==> src/hdl/efd_pkg.sv <==
// shared types, constants and the crc byte update for the escaped frame deframer
package efd_pkg;

    localparam int BYTE_W      = 8;
    localparam int CRC_W       = 16;
    localparam int LEN_W       = 10;
    localparam int TDATA_W     = 16;
    localparam int CFG_IDX_W   = 2;
    localparam int CFG_DATA_W  = 10;
    localparam int COUNT_BITS_DEFAULT = 10;

    localparam logic [CRC_W-1:0]  CRC_POLY = 16'h8408;
    localparam logic [CRC_W-1:0]  CRC_INIT = 16'hFFFF;

    localparam logic [BYTE_W-1:0] FRAME_END_RESET = 8'hC0;
    localparam logic [BYTE_W-1:0] ESCAPE_RESET    = 8'hDB;
    localparam logic [LEN_W-1:0]  MAX_LEN_RESET   = 10'd234;

    typedef enum logic [CFG_IDX_W-1:0] {
        REG_FRAME_END = 2'd0,
        REG_ESCAPE    = 2'd1,
        REG_MAX_LEN   = 2'd2
    } cfg_reg_t;

    typedef enum logic [1:0] {
        STATUS_GOOD      = 2'd0,
        STATUS_CRC_ERR   = 2'd1,
        STATUS_TOO_SHORT = 2'd2,
        STATUS_TOO_LONG  = 2'd3
    } frame_status_t;

    typedef enum logic {
        KIND_PAYLOAD = 1'b0,
        KIND_STATUS  = 1'b1
    } item_kind_t;

    typedef struct packed {
        logic [BYTE_W-1:0] frame_end_code;
        logic [BYTE_W-1:0] escape_code;
        logic [LEN_W-1:0]  max_content_len;
    } efd_cfg_t;

    // reflected crc-16, one byte lsb first
    function automatic logic [CRC_W-1:0] crc_fold(input logic [CRC_W-1:0] crc_in,
                                                  input logic [BYTE_W-1:0] data_in);
        logic [CRC_W-1:0] crc;
        logic             fb;
        crc = crc_in;
        for (int k = 0; k < BYTE_W; k++) begin
            fb  = crc[0] ^ data_in[k];
            crc = (crc >> 1) ^ (fb ? CRC_POLY : '0);
        end
        return crc;
    endfunction

endpackage

==> src/hdl/escaped_frame_deframer_crc16_core.sv <==
// escaped frame deframer with crc-16 check, top level
//
//  channel | direction | fields (lsb first)
//  s_axis  | in        | tdata: line_byte[7:0]
//  m_axis  | out       | tdata: payload_byte[7:0], frame_status[9:8]; tuser: item_kind;
//          |           | tlast: frame_last
//  cfg     | in        | cfg_index: register index; cfg_data: value
//
// one line byte per cycle while s_axis_tready is high; each item is decoded and the crc
// updated in the cycle it is accepted, and the output register captures its result as it is accepted
// the output register lets s_axis take a new item while a result is being taken
// m_axis stalls hold the output register and drop s_axis_tready only while it is full
// rst_n clears frame state, output valid and the registers to their reset values
module escaped_frame_deframer_crc16_core #(
    parameter int COUNT_BITS = efd_pkg::COUNT_BITS_DEFAULT
) (
    input  logic                              clk,
    input  logic                              rst_n,
    input  logic                              s_axis_tvalid,
    output logic                              s_axis_tready,
    input  logic [efd_pkg::BYTE_W-1:0]        s_axis_tdata,   // line_byte
    output logic                              m_axis_tvalid,
    input  logic                              m_axis_tready,
    output logic [efd_pkg::TDATA_W-1:0]       m_axis_tdata,   // payload_byte, frame_status
    output logic                              m_axis_tlast,
    output logic                              m_axis_tuser,   // item_kind
    input  logic                              cfg_valid,
    output logic                              cfg_ready,
    input  logic [efd_pkg::CFG_IDX_W-1:0]     cfg_index,
    input  logic [efd_pkg::CFG_DATA_W-1:0]    cfg_data
);

    localparam int CMP_W = (COUNT_BITS > efd_pkg::LEN_W) ? COUNT_BITS : efd_pkg::LEN_W;
    localparam logic [COUNT_BITS-1:0] COUNT_MAX = '1;

    efd_pkg::efd_cfg_t cfg;

    efd_cfg_regs u_cfg (
        .clk       (clk),
        .rst_n     (rst_n),
        .cfg_valid (cfg_valid),
        .cfg_ready (cfg_ready),
        .cfg_index (cfg_index),
        .cfg_data  (cfg_data),
        .cfg       (cfg)
    );

    // frame state
    logic                          inside_reg,  inside_next;
    logic                          esc_reg,     esc_next;
    logic                          over_reg,    over_next;
    logic [efd_pkg::CRC_W-1:0]     crc_reg,     crc_next;
    logic [efd_pkg::BYTE_W-1:0]    held0_reg,   held0_next;
    logic [efd_pkg::BYTE_W-1:0]    held1_reg,   held1_next;
    logic [COUNT_BITS-1:0]         count_reg,   count_next;

    // output register
    logic                          m_valid_reg;
    logic [efd_pkg::BYTE_W-1:0]    m_byte_reg;
    efd_pkg::frame_status_t        m_status_reg;
    efd_pkg::item_kind_t           m_kind_reg;
    logic                          m_last_reg;

    logic                          emit;
    efd_pkg::item_kind_t           emit_kind;
    logic [efd_pkg::BYTE_W-1:0]    emit_byte;
    efd_pkg::frame_status_t        emit_status;
    efd_pkg::frame_status_t        close_status;

    logic                          s_fire;
    logic                          at_limit;
    logic [efd_pkg::BYTE_W-1:0]    b;

    assign s_fire        = s_axis_tvalid && s_axis_tready;
    assign s_axis_tready = !m_valid_reg || m_axis_tready;
    assign b             = s_axis_tdata;

    assign at_limit = (CMP_W'(count_reg) >= CMP_W'(cfg.max_content_len)) ||
                      (count_reg == COUNT_MAX);

    always_comb
    begin
        if (over_reg)
            close_status = efd_pkg::STATUS_TOO_LONG;
        else if (count_reg < COUNT_BITS'(2))
            close_status = efd_pkg::STATUS_TOO_SHORT;
        else if (held0_reg == crc_reg[7:0] && held1_reg == crc_reg[15:8])
            close_status = efd_pkg::STATUS_GOOD;
        else
            close_status = efd_pkg::STATUS_CRC_ERR;
    end

    always_comb
    begin
        inside_next = inside_reg;
        esc_next    = esc_reg;
        over_next   = over_reg;
        crc_next    = crc_reg;
        held0_next  = held0_reg;
        held1_next  = held1_reg;
        count_next  = count_reg;
        emit        = 1'b0;
        emit_kind   = efd_pkg::KIND_PAYLOAD;
        emit_byte   = '0;
        emit_status = efd_pkg::STATUS_GOOD;

        if (!inside_reg || (!esc_reg && b == cfg.frame_end_code))
        begin
            // outside a frame (a marker opens one, other bytes are dropped), empty frame restart, or closing marker
            if (inside_reg && count_reg != '0)
            begin
                emit        = 1'b1;
                emit_kind   = efd_pkg::KIND_STATUS;
                emit_status = close_status;
                inside_next = 1'b0;
            end
            else if (b == cfg.frame_end_code)
                inside_next = 1'b1;

            if (b == cfg.frame_end_code)
            begin
                esc_next   = 1'b0;
                over_next  = 1'b0;
                crc_next   = efd_pkg::CRC_INIT;
                held0_next = '0;
                held1_next = '0;
                count_next = '0;
            end
        end
        else if (!esc_reg && b == cfg.escape_code)
            esc_next = 1'b1;
        else
        begin
            esc_next = 1'b0;
            if (!over_reg)
            begin
                if (at_limit)
                    over_next = 1'b1;
                else
                begin
                    count_next = count_reg + COUNT_BITS'(1);
                    held0_next = held1_reg;
                    held1_next = b;
                    // third content byte onward pushes the oldest held byte out
                    if (count_reg >= COUNT_BITS'(2))
                    begin
                        crc_next  = efd_pkg::crc_fold(crc_reg, held0_reg);
                        emit      = 1'b1;
                        emit_byte = held0_reg;
                    end
                end
            end
        end
    end

    always_ff @(posedge clk or negedge rst_n)
    begin
        if (!rst_n)
        begin
            inside_reg <= 1'b0;
            esc_reg    <= 1'b0;
            over_reg   <= 1'b0;
            crc_reg    <= efd_pkg::CRC_INIT;
            held0_reg  <= '0;
            held1_reg  <= '0;
            count_reg  <= '0;
        end
        else if (s_fire)
        begin
            inside_reg <= inside_next;
            esc_reg    <= esc_next;
            over_reg   <= over_next;
            crc_reg    <= crc_next;
            held0_reg  <= held0_next;
            held1_reg  <= held1_next;
            count_reg  <= count_next;
        end
    end

    always_ff @(posedge clk or negedge rst_n)
    begin
        if (!rst_n)
            m_valid_reg <= 1'b0;
        else if (s_fire)
            m_valid_reg <= emit;
        else if (m_axis_tready)
            m_valid_reg <= 1'b0;
    end

    always_ff @(posedge clk)
    begin
        if (s_fire && emit)
        begin
            m_kind_reg   <= emit_kind;
            m_byte_reg   <= emit_byte;
            m_status_reg <= emit_status;
            m_last_reg   <= (emit_kind == efd_pkg::KIND_STATUS);
        end
    end

    assign m_axis_tvalid = m_valid_reg;
    assign m_axis_tdata  = {{(efd_pkg::TDATA_W - efd_pkg::BYTE_W - 2){1'b0}},
                            m_status_reg, m_byte_reg};
    assign m_axis_tlast  = m_last_reg;
    assign m_axis_tuser  = m_kind_reg;

    // a status item always carries last, a payload item never does
    a_last_matches_kind: assert property (@(posedge clk) disable iff (!rst_n)
        m_axis_tvalid |-> (m_axis_tlast == m_axis_tuser))
        else $error("tlast does not match item kind");

    // payload items carry a zero status field
    a_payload_status_zero: assert property (@(posedge clk) disable iff (!rst_n)
        (m_axis_tvalid && !m_axis_tuser) |-> (m_axis_tdata[9:8] == 2'd0))
        else $error("payload item with nonzero status");

    // a status item leaves the block outside a frame
    a_close_leaves_frame: assert property (@(posedge clk) disable iff (!rst_n)
        (s_fire && emit && emit_kind == efd_pkg::KIND_STATUS) |=> !inside_reg)
        else $error("frame still open after status item");

    // an empty output register never blocks input
    a_ready_when_empty: assert property (@(posedge clk) disable iff (!rst_n)
        !m_valid_reg |-> s_axis_tready)
        else $error("input stalled with empty output register");

endmodule

==> src/hdl/efd_cfg_regs.sv <==
// configuration register file for the escaped frame deframer
module efd_cfg_regs (
    input  logic                              clk,
    input  logic                              rst_n,
    input  logic                              cfg_valid,
    output logic                              cfg_ready,
    input  logic [efd_pkg::CFG_IDX_W-1:0]     cfg_index,
    input  logic [efd_pkg::CFG_DATA_W-1:0]    cfg_data,
    output efd_pkg::efd_cfg_t                 cfg
);

    efd_pkg::efd_cfg_t cfg_reg;

    assign cfg_ready = 1'b1;
    assign cfg      = cfg_reg;

    always_ff @(posedge clk or negedge rst_n)
    begin
        if (!rst_n)
        begin
            cfg_reg.frame_end_code  <= efd_pkg::FRAME_END_RESET;
            cfg_reg.escape_code     <= efd_pkg::ESCAPE_RESET;
            cfg_reg.max_content_len <= efd_pkg::MAX_LEN_RESET;
        end
        else if (cfg_valid && cfg_ready)
        begin
            case (cfg_index)
                efd_pkg::REG_FRAME_END:
                    cfg_reg.frame_end_code  <= cfg_data[efd_pkg::BYTE_W-1:0];
                efd_pkg::REG_ESCAPE:
                    cfg_reg.escape_code     <= cfg_data[efd_pkg::BYTE_W-1:0];
                efd_pkg::REG_MAX_LEN:
                    cfg_reg.max_content_len <= cfg_data[efd_pkg::LEN_W-1:0];
                default:
                    ; // index beyond the register list is dropped
            endcase
        end
    end

endmodule
==> config.mk <==
export PLATFORM = sky130hd
export DESIGN_NAME = escaped_frame_deframer_crc16_core
export DESIGN_NICKNAME = d
export VERILOG_FILES = /design/src/hdl/efd_pkg.sv /design/src/hdl/escaped_frame_deframer_crc16_core.sv /design/src/hdl/efd_cfg_regs.sv
export SDC_FILE = /design/constraint.sdc
export NUM_CORES = 1
export LEC_CHECK = 0
export BUFFER_PORTS_ARGS = -buffer_cell sky130_fd_sc_hd__buf_2
export CORE_ASPECT_RATIO = 1.4
export CORE_MARGIN = 1
export CORE_UTILIZATION = 55
export CTS_CLUSTER_DIAMETER = 60
export DETAILED_ROUTE_END_ITERATION = 10
export PLACE_DENSITY = 0.86
export RECOVER_POWER = 100
export SYNTH_ARGS = -nofsm -noshare
export SYNTH_HDL_FRONTEND = slang
export SYNTH_SLANG_ARGS = --single-unit
==> constraint.sdc <==
create_clock -name clk -period 4.47 [get_ports clk]
set_input_delay 0.447 -clock clk [delete_from_list [all_inputs] [get_ports clk]]
set_output_delay 0.447 -clock clk [all_outputs]
set_load 0.01 [all_outputs]
# == Yosys cells after proc, flatten, opt, wreduce, memory -nomap -nowiden ==
# Index checks and enable logic that the tools add are counted.
# op_classes
addsub,1
magnitude_cmp,3
n_eq_ne,11
n_mux,48
bitwise,17
reduce_logical,27
# ops
op,n
$mux W16,14
$xor A15 B16 Y16,8
$mux W8,9
$mux W10,5
$eq A8 B8 Y1,4
$mux W1,18
$add A10 B1 Y10 const B,1
$eq A10 B10 Y1 const B,1
$ge A10 B10 Y1,1
$ge A10 B2 Y1 const B,1
$lt A10 B2 Y1 const B,1
$reduce_and A2 Y1,5
$reduce_bool A10 Y1,1
$xor A1 B1 Y1,8
$logic_and A1 B1 Y1,6
$reduce_and A3 Y1,2
$reduce_and A6 Y1,1
$reduce_bool A2 Y1,3
$reduce_and A5 Y1,1
$reduce_or A5 Y1,1
$mux W2,2
$ne A2 B1 Y1 const B,2
$ne A2 B2 Y1 const B,2
$logic_not A1 Y1,3
other kinds (5),7
# word_totals
register_bits,83
input_bits,25
elab_cells,121

# == Logic depth before layout (Yosys ltp) ==
# Gate-level depths: netlist (run 1).
# logic_depth
word_depth,29
depth_mapped,10
mapped_depth_nobuf,8

# == Hierarchy ==
# From an unflattened synthesis (run 1), not the netlist that was laid out.
# unflattened
hier_cells,401
hier_area_um2,4488.1
# modules_own_cells
mod,n_inst,cells_each,area_per_inst_um2,seq_area_each_um2
escaped_frame_deframer_crc16_core,1,343,3472.1,1501.4
efd_cfg_regs,1,58,1016.0,666.9

# == Worst setup path after synthesis (run 1) ==
# OpenSTA, ideal clock, no wires.
# synth_path
path_kind,register to register
from,register u_cfg.cfg_reg (netlist bit u_cfg.cfg[7])
to,register m_last_reg (netlist: m_axis_tlast) (enable)
setup_ns,0.347
arrival_time_ns,2.081
required_time_ns,4.123
slack_ns,2.042
stages_incl_launch_ff,8
synth_period_minus_slack_ns,2.428
path_cell_list,dfstp_2 -> inv_1 -> ha_1 -> a21oi_1 -> o21ai_0 -> a31o_4 -> nor4_4 -> o21a_1
# synth_between
elab_chain_len,7
# synth_rtl
item,line_no,rtl
"start, declared",efd_cfg_regs.sv:12,efd_pkg::efd_cfg_t cfg_reg;
$ge A10 B10 Y1,escaped_frame_deframer_crc16_core.sv:78,assign at_limit = (CMP_W'(count_reg) >= CMP_W'(cfg.max_content_len)) ||
$logic_or A1 B1 Y1,escaped_frame_deframer_crc16_core.sv:78,
$mux W1,escaped_frame_deframer_crc16_core.sv:137,if (at_limit)
$mux W1,escaped_frame_deframer_crc16_core.sv:135,if (!over_reg)
$mux W1,escaped_frame_deframer_crc16_core.sv:130,else if (!esc_reg && b == cfg.escape_code)
$mux W1,escaped_frame_deframer_crc16_core.sv:107,if (!inside_reg || (!esc_reg && b == cfg.frame_end_code))
$logic_and A1 B1 Y1,escaped_frame_deframer_crc16_core.sv:192,if (s_fire && emit)
"end signal, assigned",escaped_frame_deframer_crc16_core.sv:197,m_last_reg <= (emit_kind == efd_pkg::KIND_STATUS);
"end, declared",escaped_frame_deframer_crc16_core.sv:62,logic m_last_reg;
# Every way passes these cells.
# A chain may end at the register's enable or synchronous reset.

# == Worst setup path after layout (run 1) ==
# layout_path
from,register u_cfg.cfg_reg (netlist bit u_cfg.cfg[5])
to,register crc_reg[10] in the netlist's numbering
# layout_between
elab_chain_len,4
# layout_rtl
item,line_no,rtl
$ge A10 B10 Y1,escaped_frame_deframer_crc16_core.sv:78,
$logic_or A1 B1 Y1,escaped_frame_deframer_crc16_core.sv:78,
$ne A2 B1 Y1 (no source line),-,
$reduce_and A6 Y1 (no source line),-,
"end signal, assigned",escaped_frame_deframer_crc16_core.sv:163,crc_reg <= efd_pkg::CRC_INIT;
"end signal, assigned",escaped_frame_deframer_crc16_core.sv:173,crc_reg <= crc_next;
"end, declared",escaped_frame_deframer_crc16_core.sv:52,"logic [efd_pkg::CRC_W-1:0] crc_reg, crc_next;"
# Every way passes these cells.

==> flow_metrics.py, run 1 <==
metrics = {
    "status": {
        "run_status": "complete, but fails checks",
        "violated_checks": "max-capacitance violations, max-slew violations",
    },
    "synth": {
        "ys.flop_type": "sky130_fd_sc_hd__dfrtp_1",
        "post_synth.cell_area_avg_um2": 11.78,
        "synth-async-reset-ratio_pct": 86.75,
        "synth_most_common_cell": "sky130_fd_sc_hd__dfrtp_1",
        "synth.area.top_cells": "sky130_fd_sc_hd__dfrtp_1, sky130_fd_sc_hd__dfstp_2, sky130_fd_sc_hd__edfxtp_1",
        "ys_seq_elements": 83,
        "sequential_element_share_of_the_synthesized_area_pct": 48.07,
        "netlist_area_pre_place_um2": 4511,
        "synth_cells": 383,
        "synth_warnings": 0,
        "synth_edf_count": 11,
        "synthDominantCellAreaShare_pct": 23.86,
        "ys_top_cells_by_count": "sky130_fd_sc_hd__dfrtp_1, sky130_fd_sc_hd__inv_1, sky130_fd_sc_hd__dfstp_2",
        "ys_types": 62,
        "synthDominantAreaCellType": "sky130_fd_sc_hd__dfrtp_1",
    },
    "route": {
        "routed_wire_length_per_instance_um": 17.58,
        "drt_first_pass_iters": 4,
        "dr_total_vias": 3087,
        "drt.antenna.violating_nets": 0,
        "postRouteWirelength_um": 9214,
        "detail_route.vias_per_cell": 5.891,
        "drt_iter0_markers": 130,
        "drcViolationCount": 0,
    },
    "layout": {
        "summed_area_of_non_filler_cells_in_the_final_layout_um2": 4822,
        "fillerInstances": 648,
        "number_of_flip_flops_under_the_largest_register_name": 26,
        "final_layout_size_suffix_gt1_share_pct": 26.18,
        "antenna_cells": 0,
        "num-nets-final": 457,
        "fin_util_pct": 61.47,
        "area_delta_synth_final_pct": 6.907,
        "final_cell_count_no_fill": 524,
    },
    "pwr": {
        "p_leak_nw": 2.035,
        "finalPower_mw": 2.111,
        "power.ir.vdd_worst_mv": 0.2641,
        "power_per_cell_area_nw_per_um2": 437.9,
    },
    "placement": {
        "placedCellCount": 508,
        "postPlaceCellArea_um2": 4711,
        "dp_slack_ns": 1.747,
        "port_buffers": 38,
        "dpl.hpwl_um": 6857,
        "place_congestion": 0.8506,
    },
    "worst_setup_path": {
        "critical_path.startpoint_type": "flip-flop",
        "cpLargestDelayFamily": "compound AO/OA/AOI/OAI gates",
        "critical_path.endpoint_type": "flip-flop",
        "path_cells": "inv_1, ha_1, nand4_1, o221a_2, o21ai_0, nor3_2, a32oi_1",
        "worst-r2r-cell-count": 7,
        "cp_data_arrival_time_ns": 3.51,
        "slowest_delay_ns": 1.11,
        "critPathRequiredTime_ns": 4.75,
        "timing_worst_setup_path_type": "flip-flop to flip-flop",
        "worst_flop_to_flop_path_startpoint": "u_cfg.cfg[5]",
        "r2r-end": "crc_reg[10]",
        "critPathBufInv": 1,
        "worst-r2r-setup-slack_ns": 1.24,
        "worst_path_max_delay_cell": "sky130_fd_sc_hd__o21ai_0",
        "critical_path.max_fanout": 16,
    },
    "sta": {
        "timing.slew.headroom_pct": -33.39,
        "number_of_pins_with_negative_max_slew_slack_in_the_final_report": 58,
        "min_period_ns": 3.229,
        "hold_viol": 0,
        "finalWorstSetupSlack_ns": 1.241,
        "rsz0062_at_grt": "no",
        "finClkSkew_ns": 0.006381,
        "finalSetupViolCount": 0,
        "final_min_period_over_clock_period_pct": 72.24,
        "fmax_mhz": 309.7,
        "worst_slew_pin_slew_ns": 2.001,
        "timing.hold.ws_ns": 0.3224,
        "totalNegativeSetupSlack_ns": 0,
    },
    "clock_tree": {
        "cts_root_buffer": "sky130_fd_sc_hd__clkbuf_8",
        "post_cts_resize_count": 0,
        "numCtsBuffers": 9,
        "cts.reportedPaths.clkPinSlew_ns": 0.08,
        "htree_num_levels": 3,
        "post_cts_hold_buffer_count": 0,
        "cts_tree": "built",
        "postCtsSetupRepairBufs": 0,
        "cts.path.max_buffers": 2,
        "clk-insertion-delay-late_ns": 0.36,
        "cts.sink_count": 83,
    },
    "floorplanning": {
        "die_area_um2": 8572,
        "core_area_um2": 7845,
        "fp-row-count": 38,
        "fp.dieH_um": 109.2,
        "die-width_um": 78.54,
        "initial_core_util_pct": 57.50,
        "ios": 46,
    },
    "grt": {
        "maximum_number_of_pins_on_one_net_before_global_route_repair": 39,
        "grt_first_pass_wirelength_um": 15370,
        "grt_use_total_pct": 24.00,
        "grt_antenna_before_repair": 0,
        "overflow": 0,
        "grt_pass1_vias": 3191,
    },
    "hold_path": {
        "worstHoldEndpoint": "u_cfg.cfg[8]",
        "worstHoldPathCells": 2,
        "worst_hold_startpoint": "cfg_data[8]",
        "worstHoldPathType": "primary input to flip-flop",
    },
    "flow_run": {
        "drv.max_cap_violation_count": 2,
    },
}
## worst max-delay path by stage
stage / startpoint / endpoint / cells past startpoint
floorplan: u_cfg.cfg[7] / m_axis_tlast / 7
global placement: u_cfg.cfg[7] / m_byte_reg[0] / 7
detailed placement: count_reg[0] / m_byte_reg[3] / 8
CTS: count_reg[0] / m_byte_reg[4] / 8
global route: count_reg[0] / crc_reg[10] / 8
finish: u_cfg.cfg[5] / crc_reg[10] / 7
## cell families after synthesis
family | count (synthesis) | synth area share [%]
and+or+nand+nor | 92 | 12.98
DFF | 83 | 48.07
AOI/OAI and AO/OA | 63 | 12.46
buffers and inverters | 51 | 5.797
xor gates and xnor gates | 48 | 9.320
muxes | 31 | 7.601
adders and majority gates | 13 | 3.606
other | 2 | 0.1665
## worst reg2reg max path, stage by stage (launching register included)
cell and delay [ns]:
sky130_fd_sc_hd__dfstp_2 0.53, sky130_fd_sc_hd__inv_1 0.04, sky130_fd_sc_hd__ha_1 0.31, sky130_fd_sc_hd__nand4_1 0.12, sky130_fd_sc_hd__o221a_2 0.28, sky130_fd_sc_hd__o21ai_0 1.11
sky130_fd_sc_hd__nor3_2 0.43, sky130_fd_sc_hd__a32oi_1 0.33
## layout make-up
class	instances	area, um^2	area share [%]
flip-flops and latches	83	2168	44.97
multi-input cells	254	2053	42.58
repair buffers	39	177.7	3.684
clock buffers	11	141.4	2.932
well taps	100	125.1	2.595
inverters	32	120.1	2.491
clock inverters	5	36.28	0.7525
## routing by layer
layer | wire length (um) | part of all wire [%] | global-route usage (%)
met5 | 0 | 0 | 0
met4 | 382 | 4.1 | 16.53
met2 | 4707 | 51 | 40.31
met1 | 3719 | 40 | 27.84
met3 | 404 | 4.4 | 4.100
## cells in the final DEF (no fill, tap or decap), types with 13 or more instances in the layout
| master | instances |
|---|---|
| sky130_fd_sc_hd__clkbuf_1 | 17 |
| sky130_fd_sc_hd__nand2_1 | 18 |
| sky130_fd_sc_hd__a22o_1 | 15 |
| sky130_fd_sc_hd__mux2_2 | 26 |
| sky130_fd_sc_hd__inv_1 | 31 |
| sky130_fd_sc_hd__dfstp_2 | 28 |
| sky130_fd_sc_hd__dfrtp_1 | 43 |
| sky130_fd_sc_hd__ha_1 | 13 |
| sky130_fd_sc_hd__a32oi_1 | 17 |
| sky130_fd_sc_hd__xnor2_1 | 24 |
| sky130_fd_sc_hd__xor2_1 | 24 |
| sky130_fd_sc_hd__buf_2 | 22 |
## power by group
part / total (mW) / internal, mW / leakage [nW] / switching [mW]
registers: 1.04 / 0.917 / 0.941 / 0.122
logic: 0.584 / 0.256 / 1.00 / 0.329
clock network: 0.489 / 0.219 / 0.0937 / 0.269
Note: power is estimated with default switching activity, not from simulation.
==> inputs of run 2 (changes only) <==
Settings changed: ABC_AREA set to 1.
Clock period 4.47 ns to 3.35 ns, I/O delays scaled along.
==> run 2 against run 1 <==
The flow still finishes with violations (max-capacitance violations, max-slew violations). Global-route usage increased by 2.2 points. Critical path depth rose by 3. Via count increased by 36%. Clock skew grew 0.0018 ns. Count of clock-buffer cells in the layout rose by 4. Worst hold slack got worse by 0.073 ns. Setup slack lost 0.67 ns. Synthesized cell count increased by 70%.
==> flow_metrics.py, run 2 <==
metrics = {
    "layout": {
        "fin_util_pct": 62.43,
        "layout_commonest_cell": "sky130_fd_sc_hd__nand2_1",
        "antenna_cells": 0,
        "number_of_flip_flops_under_the_largest_register_name": 26,
        "layout_common_cells": "sky130_fd_sc_hd__nand2_1, sky130_fd_sc_hd__inv_1, sky130_fd_sc_hd__nor2_1",
        "num-nets-final": 719,
        "final_cell_count_no_fill": 791,
        "final_layout_size_suffix_gt1_share_pct": 11.22,
        "summed_area_of_non_filler_cells_in_the_final_layout_um2": 5405,
        "area_delta_synth_final_pct": 9.728,
    },
    "route": {
        "drt_first_pass_iters": 5,
        "drcViolationCount": 0,
        "drt_iter0_markers": 317,
        "detail_route.vias_per_cell": 5.300,
        "drt.antenna.violating_nets": 0,
        "postRouteWirelength_um": 11010,
        "dr_total_vias": 4192,
        "routed_wire_length_per_instance_um": 13.92,
    },
    "sta": {
        "totalNegativeSetupSlack_ns": 0,
        "finalWorstSetupSlack_ns": 0.5745,
        "timing.slew.headroom_pct": -4.151,
        "timing.hold.ws_ns": 0.2498,
        "fmax_mhz": 360.3,
        "min_period_ns": 2.775,
        "worst_slew_pin_slew_ns": 1.562,
        "final_min_period_over_clock_period_pct": 82.85,
        "finClkSkew_ns": 0.008162,
        "finalSetupViolCount": 0,
        "rsz0062_at_grt": "no",
        "number_of_pins_with_negative_max_slew_slack_in_the_final_report": 30,
        "hold_viol": 0,
    },
    "synth": {
        "synth.area.top_cells": "sky130_fd_sc_hd__dfrtp_1, sky130_fd_sc_hd__nand2_1, sky130_fd_sc_hd__dfstp_2",
        "ys_top_cells_by_count": "sky130_fd_sc_hd__nand2_1, sky130_fd_sc_hd__inv_1, sky130_fd_sc_hd__nor2_1",
        "sequential_element_share_of_the_synthesized_area_pct": 44.02,
        "synthDominantAreaCellType": "sky130_fd_sc_hd__dfrtp_1",
        "ys.flop_type": "sky130_fd_sc_hd__dfrtp_1",
        "post_synth.cell_area_avg_um2": 7.567,
        "synth-async-reset-ratio_pct": 86.75,
        "ys_types": 33,
        "synth_cells": 651,
        "synth_edf_count": 11,
        "synth_most_common_cell": "sky130_fd_sc_hd__nand2_1",
        "synthDominantCellAreaShare_pct": 21.84,
        "synth_warnings": 0,
        "netlist_area_pre_place_um2": 4926,
        "ys_seq_elements": 83,
    },
    "worst_setup_path": {
        "critical_path.startpoint_type": "flip-flop",
        "critPathRequiredTime_ns": 3.35,
        "timing_worst_setup_path_type": "flip-flop to flip-flop",
        "critical_path.max_fanout": 17,
        "cp_data_arrival_time_ns": 2.78,
        "critical_path.endpoint_type": "flip-flop",
    },
    "clock_tree": {
        "cts.sink_count": 83,
        "htree_num_levels": 3,
        "numCtsBuffers": 9,
        "post_cts_hold_buffer_count": 0,
        "cts_root_buffer": "sky130_fd_sc_hd__clkbuf_16",
        "cts_tree": "built",
        "postCtsSetupRepairBufs": 0,
        "clk-insertion-delay-late_ns": 0.34,
        "cts.reportedPaths.clkPinSlew_ns": 0.06,
        "post_cts_resize_count": 0,
        "cts.path.max_buffers": 2,
    },
    "floorplanning": {
        "die_area_um2": 9344,
        "fp-row-count": 40,
        "die-width_um": 81.99,
        "core_area_um2": 8658,
        "initial_core_util_pct": 56.89,
        "fp.dieH_um": 114.0,
        "ios": 46,
    },
    "pwr": {
        "finalPower_mw": 4.468,
        "p_leak_nw": 2.719,
        "power_per_cell_area_nw_per_um2": 826.6,
        "power.ir.vdd_worst_mv": 0.4531,
    },
    "placement": {
        "port_buffers": 38,
        "dpl.hpwl_um": 7999,
        "place_congestion": 0.9445,
        "postPlaceCellArea_um2": 5130,
        "placedCellCount": 775,
        "dp_slack_ns": 0.8454,
    },
    "grt": {
        "grt_first_pass_wirelength_um": 18310,
        "maximum_number_of_pins_on_one_net_before_global_route_repair": 30,
        "overflow": 0,
        "grt_use_total_pct": 26.22,
        "grt_pass1_vias": 3971,
        "grt_antenna_before_repair": 0,
    },
    "status": {
        "violated_checks": "max-capacitance violations, max-slew violations",
        "run_status": "complete, but fails checks",
    },
    "hold_path": {
        "worstHoldPathType": "primary input to flip-flop",
    },
    "flow_run": {
        "drv.max_cap_violation_count": 1,
    },
}
-- run 2: changes by cell type after synthesis, sizes merged, moves of 9 or more --
cell and change:
inv +54, o21ai +28, nor4 -12, a22o -18, nand4 +27, a32oi -17
nor2 +58, and2 -9, nand3 +33, mux2 -26, nand2 +198
-- run 2: cells by family after synthesis --
logic type                 count (synthesis)  synth area share, %
AOI/OAI and AO/OA                         41                4.572
xor gates and xnor gates                  34                6.045
adders and majority gates                 13                3.302
buffers and inverters                    116                10.24
DFF                                       83                44.02
other                                      2               0.1525
and+or+nand+nor                          362                31.67
-- run 2: path summary, 6_finish.rpt --
kind | from | to | slack [ns] | cells after the start
worst max-delay path | u_cfg.cfg[25] | m_status_reg[1] | 0.57 | 10
worst min-delay path | cfg_data[9] | u_cfg.cfg[9] | 0.25 | 3
worst max register to register | u_cfg.cfg[25] | m_status_reg[1] | 0.57 | 10
worst min register to register | crc_reg[6] | crc_reg[6] | 0.47 | 2
max in group asynchronous | rst_n | held0_reg[7] | 1.17 | 2
min in group asynchronous | rst_n | held0_reg[4] | 0.38 | 1
-- run 2: cell type report --
cell class              instances  area (um^2)
multi-input cells             457         2257
well taps                     105        131.4
repair buffers                 44        207.7
flip-flops and latches         83         2168
inverters                      86        322.8
fillers                       752         3253
clock buffers                  15        287.8
clock inverters                 1        30.03
-- run 2: layer usage --
metal  GRT usage (%)  up-vias  share of wire (%)
met4           12.63        0                2.7
met1           30.39     1933                 40
met5               0        -                  0
met2           44.90      145                 52
li1                -     2088                  -
met3           5.600       26                4.8
-- run 2: power by group --
group | internal (mW) | switching, mW | leakage (nW) | total (mW)
clock network | 0.659 | 0.382 | 0.156 | 1.04
logic | 0.603 | 1.08 | 1.59 | 1.68
registers | 1.43 | 0.316 | 0.974 | 1.74
total | 2.69 | 1.78 | 2.72 | 4.47
-- run 2: worst max-delay path: stages (launching register included) --
cell and delay (ns):
sky130_fd_sc_hd__dfstp_1 0.55, sky130_fd_sc_hd__xnor2_1 0.12, sky130_fd_sc_hd__nand2_1 0.07, sky130_fd_sc_hd__nor2_1 0.17
sky130_fd_sc_hd__nand3_1 0.38, sky130_fd_sc_hd__nand2_1 0.20, sky130_fd_sc_hd__inv_1 0.19, sky130_fd_sc_hd__o21ai_2 0.10
sky130_fd_sc_hd__buf_4 0.22, sky130_fd_sc_hd__nand3_1 0.12, sky130_fd_sc_hd__inv_1 0.33
